==> src/hw/rtl/bvp_pkg.sv <==
// ----------------------------------------------------------------------------
// bvp_pkg
// types and anchor table shared by the battery voltage to percent pipeline
// ----------------------------------------------------------------------------
package bvp_pkg;

  localparam int unsigned MvW     = 16;
  localparam int unsigned PctW    = 7;
  localparam int unsigned IdxW    = 5;
  localparam int unsigned DiffW   = 6;
  localparam int unsigned NumW    = 10;
  localparam int unsigned QW      = 3;
  localparam int unsigned AnchorN = 21;

  localparam logic [MvW-1:0]  ThresholdReset = 16'd3990;
  localparam logic [PctW-1:0] PctFull        = 7'd100;
  localparam logic [PctW-1:0] PctEmpty       = 7'd0;
  localparam logic [NumW-1:0] PctStepX2      = 10'd10;
  localparam logic [IdxW-1:0] LastIdx        = 5'd20;

  localparam logic [MvW-1:0] ANCHOR_MV [AnchorN] = '{
    16'd3750, 16'd3698, 16'd3645, 16'd3593, 16'd3540, 16'd3488, 16'd3435,
    16'd3383, 16'd3330, 16'd3278, 16'd3225, 16'd3173, 16'd3120, 16'd3068,
    16'd3015, 16'd2963, 16'd2910, 16'd2858, 16'd2805, 16'd2753, 16'd2700
  };

  localparam logic [PctW-1:0] ANCHOR_PCT [AnchorN] = '{
    7'd100, 7'd95, 7'd90, 7'd85, 7'd80, 7'd75, 7'd70,
    7'd65,  7'd60, 7'd55, 7'd50, 7'd45, 7'd40, 7'd35,
    7'd30,  7'd25, 7'd20, 7'd15, 7'd10, 7'd5,  7'd0
  };

  typedef struct packed {
    logic            sat_hi;
    logic            sat_lo;
    logic [IdxW-1:0] seg;
    logic [MvW-1:0]  mv;
    logic            charging;
  } seg_t;

  typedef struct packed {
    logic [PctW-1:0]  lo_pct;
    logic [NumW-1:0]  num;
    logic [DiffW-1:0] d;
    logic             charging;
  } interp_t;

endpackage

==> src/hw/rtl/battery_voltage_to_percent_top.sv <==
// ----------------------------------------------------------------------------
// battery_voltage_to_percent_top
// battery voltage in mV to charge percent and charging flag, three stages
// ----------------------------------------------------------------------------
//  port group  | direction | signals
//  ------------+-----------+---------------------------------------------
//  sample in   | in        | valid_i, stall_o, voltage_mv_i
//  result out  | out       | valid_o, stall_i, percent_o, charging_o
//  config      | in        | cfg_we_i, cfg_data_i (charging threshold)
//
//  one transfer per cycle sustained while stall_i stays low, each stage registered
//  stages: anchor compares, interpolation numerator, quotient and sum
//  each stage loads when empty or when the next one moves, so bubbles collapse
//  reset empties the pipeline and sets the threshold to 3990 mV
// ----------------------------------------------------------------------------
module battery_voltage_to_percent_top (
  input  logic                     clk_i,
  input  logic                     rst_ni,
  input  logic                     valid_i,
  output logic                     stall_o,
  input  logic [bvp_pkg::MvW-1:0]  voltage_mv_i,
  output logic                     valid_o,
  input  logic                     stall_i,
  output logic [bvp_pkg::PctW-1:0] percent_o,
  output logic                     charging_o,
  input  logic                     cfg_we_i,
  input  logic [bvp_pkg::MvW-1:0]  cfg_data_i
);

  logic [bvp_pkg::MvW-1:0] threshold_q;
  logic                    seg_valid;
  logic                    seg_stall;
  bvp_pkg::seg_t           seg;
  logic                    interp_valid;
  logic                    interp_stall;
  bvp_pkg::interp_t        interp;

  always_ff @(posedge clk_i or negedge rst_ni) begin
    if (!rst_ni) begin
      threshold_q <= bvp_pkg::ThresholdReset;
    end else if (cfg_we_i) begin
      threshold_q <= cfg_data_i;
    end
  end

  bvp_seg u_seg (
    .clk_i        (clk_i),
    .rst_ni       (rst_ni),
    .valid_i      (valid_i),
    .stall_o      (stall_o),
    .voltage_mv_i (voltage_mv_i),
    .threshold_i  (threshold_q),
    .valid_o      (seg_valid),
    .stall_i      (seg_stall),
    .seg_o        (seg)
  );

  bvp_interp u_interp (
    .clk_i    (clk_i),
    .rst_ni   (rst_ni),
    .valid_i  (seg_valid),
    .stall_o  (seg_stall),
    .seg_i    (seg),
    .valid_o  (interp_valid),
    .stall_i  (interp_stall),
    .interp_o (interp)
  );

  bvp_div u_div (
    .clk_i      (clk_i),
    .rst_ni     (rst_ni),
    .valid_i    (interp_valid),
    .stall_o    (interp_stall),
    .interp_i   (interp),
    .valid_o    (valid_o),
    .stall_i    (stall_i),
    .percent_o  (percent_o),
    .charging_o (charging_o)
  );

endmodule

==> src/hw/rtl/bvp_seg.sv <==
// ----------------------------------------------------------------------------
// bvp_seg
// first stage: anchor compares, segment select and charging compare
// ----------------------------------------------------------------------------
module bvp_seg (
  input  logic                     clk_i,
  input  logic                     rst_ni,
  input  logic                     valid_i,
  output logic                     stall_o,
  input  logic [bvp_pkg::MvW-1:0]  voltage_mv_i,
  input  logic [bvp_pkg::MvW-1:0]  threshold_i,
  output logic                     valid_o,
  input  logic                     stall_i,
  output bvp_pkg::seg_t            seg_o
);

  logic          valid_q;
  logic          load;
  bvp_pkg::seg_t seg_d;
  bvp_pkg::seg_t seg_q;

  assign load    = !valid_q || !stall_i;
  assign stall_o = !load;

  always_comb begin
    seg_d.sat_hi   = voltage_mv_i >= bvp_pkg::ANCHOR_MV[0];
    seg_d.sat_lo   = voltage_mv_i <= bvp_pkg::ANCHOR_MV[bvp_pkg::AnchorN-1];
    seg_d.mv       = voltage_mv_i;
    seg_d.charging = voltage_mv_i > threshold_i;
    seg_d.seg      = bvp_pkg::LastIdx;
    // smallest index whose anchor is at or below the voltage
    for (int k = bvp_pkg::AnchorN - 1; k >= 1; k--) begin
      if (voltage_mv_i >= bvp_pkg::ANCHOR_MV[k]) begin
        seg_d.seg = bvp_pkg::IdxW'(k);
      end
    end
  end

  always_ff @(posedge clk_i or negedge rst_ni) begin
    if (!rst_ni) begin
      valid_q <= 1'b0;
    end else if (load) begin
      valid_q <= valid_i;
    end
  end

  always_ff @(posedge clk_i) begin
    if (load && valid_i) begin
      seg_q <= seg_d;
    end
  end

  assign valid_o = valid_q;
  assign seg_o   = seg_q;

endmodule

==> src/hw/rtl/bvp_interp.sv <==
// ----------------------------------------------------------------------------
// bvp_interp
// second stage: offset into the segment and rounding numerator
// ----------------------------------------------------------------------------
module bvp_interp (
  input  logic             clk_i,
  input  logic             rst_ni,
  input  logic             valid_i,
  output logic             stall_o,
  input  bvp_pkg::seg_t    seg_i,
  output logic             valid_o,
  input  logic             stall_i,
  output bvp_pkg::interp_t interp_o
);

  logic                          valid_q;
  logic                          load;
  logic [bvp_pkg::MvW-1:0]       lo_mv;
  logic [bvp_pkg::MvW-1:0]       hi_mv;
  logic [bvp_pkg::MvW-1:0]       span;
  logic [bvp_pkg::MvW-1:0]       offs;
  logic [bvp_pkg::DiffW-1:0]     x;
  bvp_pkg::interp_t              interp_d;
  bvp_pkg::interp_t              interp_q;

  assign load    = !valid_q || !stall_i;
  assign stall_o = !load;

  always_comb begin
    lo_mv = bvp_pkg::ANCHOR_MV[seg_i.seg];
    hi_mv = bvp_pkg::ANCHOR_MV[seg_i.seg - 1'b1];
    span  = hi_mv - lo_mv;
    offs  = seg_i.mv - lo_mv;
    x     = offs[bvp_pkg::DiffW-1:0];

    interp_d.charging = seg_i.charging;
    interp_d.d        = span[bvp_pkg::DiffW-1:0];
    if (seg_i.sat_hi) begin
      interp_d.lo_pct = bvp_pkg::PctFull;
      interp_d.num    = '0;
    end else if (seg_i.sat_lo) begin
      interp_d.lo_pct = bvp_pkg::PctEmpty;
      interp_d.num    = '0;
    end else begin
      interp_d.lo_pct = bvp_pkg::ANCHOR_PCT[seg_i.seg];
      // 2 * x * step + d, rounding half up after the divide
      interp_d.num    = bvp_pkg::NumW'(x) * bvp_pkg::PctStepX2
                      + bvp_pkg::NumW'(span[bvp_pkg::DiffW-1:0]);
    end
  end

  always_ff @(posedge clk_i or negedge rst_ni) begin
    if (!rst_ni) begin
      valid_q <= 1'b0;
    end else if (load) begin
      valid_q <= valid_i;
    end
  end

  always_ff @(posedge clk_i) begin
    if (load && valid_i) begin
      interp_q <= interp_d;
    end
  end

  assign valid_o  = valid_q;
  assign interp_o = interp_q;

endmodule

==> src/hw/rtl/bvp_div.sv <==
// ----------------------------------------------------------------------------
// bvp_div
// last stage: small quotient by parallel compares, percent sum, output register
// ----------------------------------------------------------------------------
module bvp_div (
  input  logic                     clk_i,
  input  logic                     rst_ni,
  input  logic                     valid_i,
  output logic                     stall_o,
  input  bvp_pkg::interp_t         interp_i,
  output logic                     valid_o,
  input  logic                     stall_i,
  output logic [bvp_pkg::PctW-1:0] percent_o,
  output logic                     charging_o
);

  localparam int unsigned QMax = (1 << bvp_pkg::QW) - 3;

  logic                       valid_q;
  logic                       load;
  logic [bvp_pkg::NumW-1:0]   two_d;
  logic [bvp_pkg::QW-1:0]     q;
  logic [bvp_pkg::PctW-1:0]   percent_d;
  logic [bvp_pkg::PctW-1:0]   percent_q;
  logic                       charging_q;

  assign load    = !valid_q || !stall_i;
  assign stall_o = !load;

  always_comb begin
    two_d = bvp_pkg::NumW'({interp_i.d, 1'b0});
    q     = '0;
    // quotient never exceeds five since the offset stays below the span
    for (int t = 1; t <= QMax; t++) begin
      if (interp_i.num >= bvp_pkg::NumW'(t) * two_d) begin
        q = q + 1'b1;
      end
    end
    percent_d = interp_i.lo_pct + bvp_pkg::PctW'(q);
  end

  always_ff @(posedge clk_i or negedge rst_ni) begin
    if (!rst_ni) begin
      valid_q <= 1'b0;
    end else if (load) begin
      valid_q <= valid_i;
    end
  end

  always_ff @(posedge clk_i) begin
    if (load && valid_i) begin
      percent_q  <= percent_d;
      charging_q <= interp_i.charging;
    end
  end

  assign valid_o    = valid_q;
  assign percent_o  = percent_q;
  assign charging_o = charging_q;

endmodule
==> config.mk <==
export PLATFORM = sky130hd
export DESIGN_NAME = battery_voltage_to_percent_top
export DESIGN_NICKNAME = d
export VERILOG_FILES = /design/src/hw/rtl/bvp_pkg.sv /design/src/hw/rtl/battery_voltage_to_percent_top.sv /design/src/hw/rtl/bvp_seg.sv /design/src/hw/rtl/bvp_interp.sv /design/src/hw/rtl/bvp_div.sv
export SDC_FILE = /design/constraint.sdc
export NUM_CORES = 1
export LEC_CHECK = 0
export BUFFER_PORTS_ARGS = -buffer_cell sky130_fd_sc_hd__buf_4
export CAP_MARGIN = 20
export CORE_MARGIN = 8
export CORE_UTILIZATION = 65
export CTS_CLUSTER_DIAMETER = 200
export DETAILED_ROUTE_END_ITERATION = 6
export GPL_TIMING_DRIVEN = 0
export PLACE_DENSITY = 0.86
export SYNTH_ARGS = -nofsm -noshare
export SYNTH_HDL_FRONTEND = slang
export SYNTH_SLANG_ARGS = --single-unit
==> constraint.sdc <==
create_clock -name clk_i -period 8.85 [get_ports clk_i]
set_clock_uncertainty 0.2 [all_clocks]
set_input_delay 1.77 -clock clk_i [delete_from_list [all_inputs] [get_ports clk_i]]
set_output_delay 1.77 -clock clk_i [all_outputs]
set_load 0.05 [all_outputs]
==> summary.txt <==
Clock network
  – CTS Buf Count: 9
  – Clock transition at path regs: 0.08 ns
  – Root buf cell: clkbuf_8
  – Clock latency on the worst-skew pair: 0.34 ns
  – Post-cts repair resize count: 0
  – CTS Hold Buffers Added: 0
  – # clock sinks: 65
  – Setup repair bufs after CTS: 0
  – Clk buf depth: 2
  – CTS H-tree depth: 3
  – CTS tree: done

Drt
  – Drt wl/cell: 17.9 µm
  – Drt drc: 0
  – Drt first pass iters: 5
  – Via count: 5592
  – Initial DRC Count: 337
  – Routed vias/inst: between 6 and 7
  – Antenna-violating nets left: 0
  – Final wirelength: 16100 µm

Run status
  – Status: complete, no violations

Hold path
  – Class of the worst hold path: register to register

Place
  – Buffers on Ports: 46
  – DP Area: 6990 µm²
  – DP HPWL: 12900 µm
  – RD Place Congestion: about 0.93

Finish
  – Share of cells above drive strength 1: 0.139
  – Final #Nets: just over 900
  – Design Area, Final: 7230 µm²
  – Area Overhead vs Synth: 11.5%
  – ANT cells: 0

Timing
  – Setup TNS: 0 ns
  – Max Clk Rate: 0.164 GHz
  – Slew Viols, Final: 0
  – Unrepaired setup endpoints after global routing: no
  – Final setup fails: 0
  – Period utilization: 0.687
  – Final hold viol count: 0
  – Rel. slew slack: 0.552
  – Worst-Margin Slew: 0.673 ns
  – Tmin final: 6.08 ns

Die
  – Initial core utilization: 0.666
  – FP Rows: 36
  – Io pins: 47
  – Die Area: between 10000 and 15000 µm²
  – Core box area: approximately 10000 µm²
  – Die width: 116 µm
  – Die Height: approximately 120 µm

Synth
  – EDFF count, synth: 46
  – Synth async-reset ratio: 0.292
  – Mean post-synth cell area: between 9 and 10 µm²
  – Distinct cells, synth: 77
  – Cells after synthesis: 704
  – Sequential fraction of the synthesis area: 0.288
  – Prevailing post-synth register cell: edfxtp_1
  – Net count after synthesis: 854
  – #FFs+latches synth: 65
  – Synth warn: 0
  – Cell Area, Synth: 6480 µm²

Setup path
  – Crit Path Class: register to register
  – Critical path fanouts, max: 10
  – Worst setup EP type: register
  – Worst EP required: slightly below 9 ns
  – WP data arrival: approximately 6 ns
  – CP Launch Type: register

Global route
  – Vias in the first global route: 5680
  – Largest net degree at the start of global routing: 25
  – Initial antenna violation count: 0
  – Global route total overflow: 0
  – Global-route usage over all layers: 0.249
  – Global-route wire length before repair: about 27000 µm

Flow run
  – MaxCap Viol Count: 0

Power
  – Power per Cell Area: 262 nW/µm²
  – Leak: around 0.0033 µW
  – Max VDD drop: 267 µV
## worst paths after layout
kind,from,end,slack (ns),depth (start not counted)
hold reg to reg,u_seg.seg_o[0]$_DFFE_PP_,u_interp.interp_o[0]$_DFFE_PP_,0.22,0
min in group asynchronous,rst_ni,threshold_q[15]$_DFFE_PN0P_,1.09,1
max in group asynchronous,rst_ni,threshold_q[7]$_DFFE_PN1P_,7.08,1
setup reg to reg,u_seg.seg_o[17]$_SDFFCE_PP1P_,u_interp.interp_o[15]$_SDFFCE_PP0P_,2.77,19
setup / recovery,u_seg.seg_o[17]$_SDFFCE_PP1P_,u_interp.interp_o[15]$_SDFFCE_PP0P_,2.77,19
hold / removal,u_seg.seg_o[0]$_DFFE_PP_,u_interp.interp_o[0]$_DFFE_PP_,0.22,0
## cell usage in the layout (no fill, tap or decap), types with 5 or more instances in the layout
cell and count:
and3_1 8, nand2_1 48, buf_4 46, or2_2 10, nor2_1 40, dfrtp_1 11, o21ai_0 54, xor2_1 14
o21a_1 7, nand2b_1 7, fa_1 7, nor2b_1 15, edfxtp_1 46, o21bai_1 7, nor3b_1 6, ha_1 106
and2_1 7, nand3_1 9, a211oi_1 12, nor3_1 17, dfstp_2 8, a21oi_1 40, mux2i_1 5, xnor2_1 13
nand4_1 7, clkbuf_8 9, a21o_1 22, inv_1 64, mux2_2 5, o211ai_1 8, buf_1 5, a31oi_1 5
clkbuf_1 18
## cell type report
| cell class | instances | area (µm²) |
|---|---|---|
| buffer | 27 | 113 |
| clock buffer | 9 | 124 |
| clock inverter | 7 | 76.3 |
| fill | 712 | 2500 |
| inverter | 65 | 244 |
| multi-input combinational | 547 | 4260 |
| sequential | 65 | 1870 |
| tap | 133 | 166 |
| timing repair buffer | 48 | 378 |
## layer usage
layer  part of all wire  global-route usage  wire length, µm  vias up
met5                  0                   0                0        -
met4              0.022              0.0908              362        0
met3              0.068              0.0490             1090       43
met2               0.48               0.408             7770      209
met1               0.43               0.318             6930     2653
li1                   -                   -                -     2687
## Yosys cell counts, drive strengths merged, types with 8 or more instances
| library cell | number | share of area |
|---|---|---|
| ha | 106 | 0.20 |
| inv | 64 | 0.037 |
| o21ai | 55 | 0.042 |
| nand2 | 48 | 0.028 |
| edfxtp | 46 | 0.21 |
| a21oi | 40 | 0.031 |
| nor2 | 40 | 0.023 |
| a21o | 22 | 0.025 |
| clkbuf | 18 | 0.010 |
| nor3 | 17 | 0.013 |
| xnor2 | 16 | 0.027 |
| nor2b | 15 | 0.014 |
| xor2 | 14 | 0.019 |
| a211oi | 13 | 0.016 |
| dfrtp | 11 | 0.042 |
| or2 | 11 | 0.011 |
| buf | 9 | 0.0069 |
| nand3 | 9 | 0.0069 |
| and2 | 8 | 0.0079 |
| and3 | 8 | 0.0077 |
| dfstp | 8 | 0.032 |
| nand2b | 8 | 0.0089 |
| o211ai | 8 | 0.0093 |
| o21a | 8 | 0.0095 |
## stage by stage
stage                     utilization  hold WS (ns)  setup slack (ns)  std cells  total power (µW)
after detailed placement        0.719         0.205              2.80        883              1630
after global routing            0.743         0.232              2.33        901              2070
final                           0.743         0.224              2.77        901              1900
after CTS                       0.739         0.224              2.77        899              1890
after floorplan                     -         0.200              3.36        704              1340
after global placement          0.719         0.202              2.99        883              1530
## kinds of logic after synthesis
group / Yosys count / synth area share
DFF: 65 / 0.288
xor gates and xnor gates: 31 / 0.0492
and+or+nand+nor: 194 / 0.157
buffers and inverters: 92 / 0.0550
adders and majority gates: 113 / 0.226
AOI/OAI and AO/OA: 197 / 0.201
muxes: 12 / 0.0234
## sequential cells by signal, indices dropped and copies added, names as in the netlist
| register | cells |
|---|---|
| u_interp.interp_o | 24 |
| threshold_q | 16 |
| u_seg.seg_o | 14 |
| u_div.percent_o | 7 |
| u_div.charging_o | 1 |
| u_div.valid_o | 1 |
| u_interp.valid_o | 1 |
| u_seg.valid_o | 1 |
## critical path, stage by stage, from the launching register on
cell	delay (ns)
edfxtp_1	0.57
inv_1	0.20
ha_1	0.35
buf_2	0.20
mux4_2	0.48
o21ai_0	0.40
ha_1	0.35
o21a_1	0.12
o31a_1	0.11
o21a_1	0.19
nor3_1	0.50
or2_2	0.22
ha_1	0.22
ha_1	0.23
a211oi_1	0.29
nor3b_1	0.15
or3_1	0.37
or3_1	0.33
a211oi_1	0.21
nor3b_1	0.09
## power breakdown
part | switching [µW] | total, µW | internal (µW)
clock network | 126 | 259 | 133
logic | 672 | 1190 | 521
registers | 40.1 | 444 | 404
total | 838 | 1900 | 1060
Note: power is estimated with default switching activity, not from simulation.
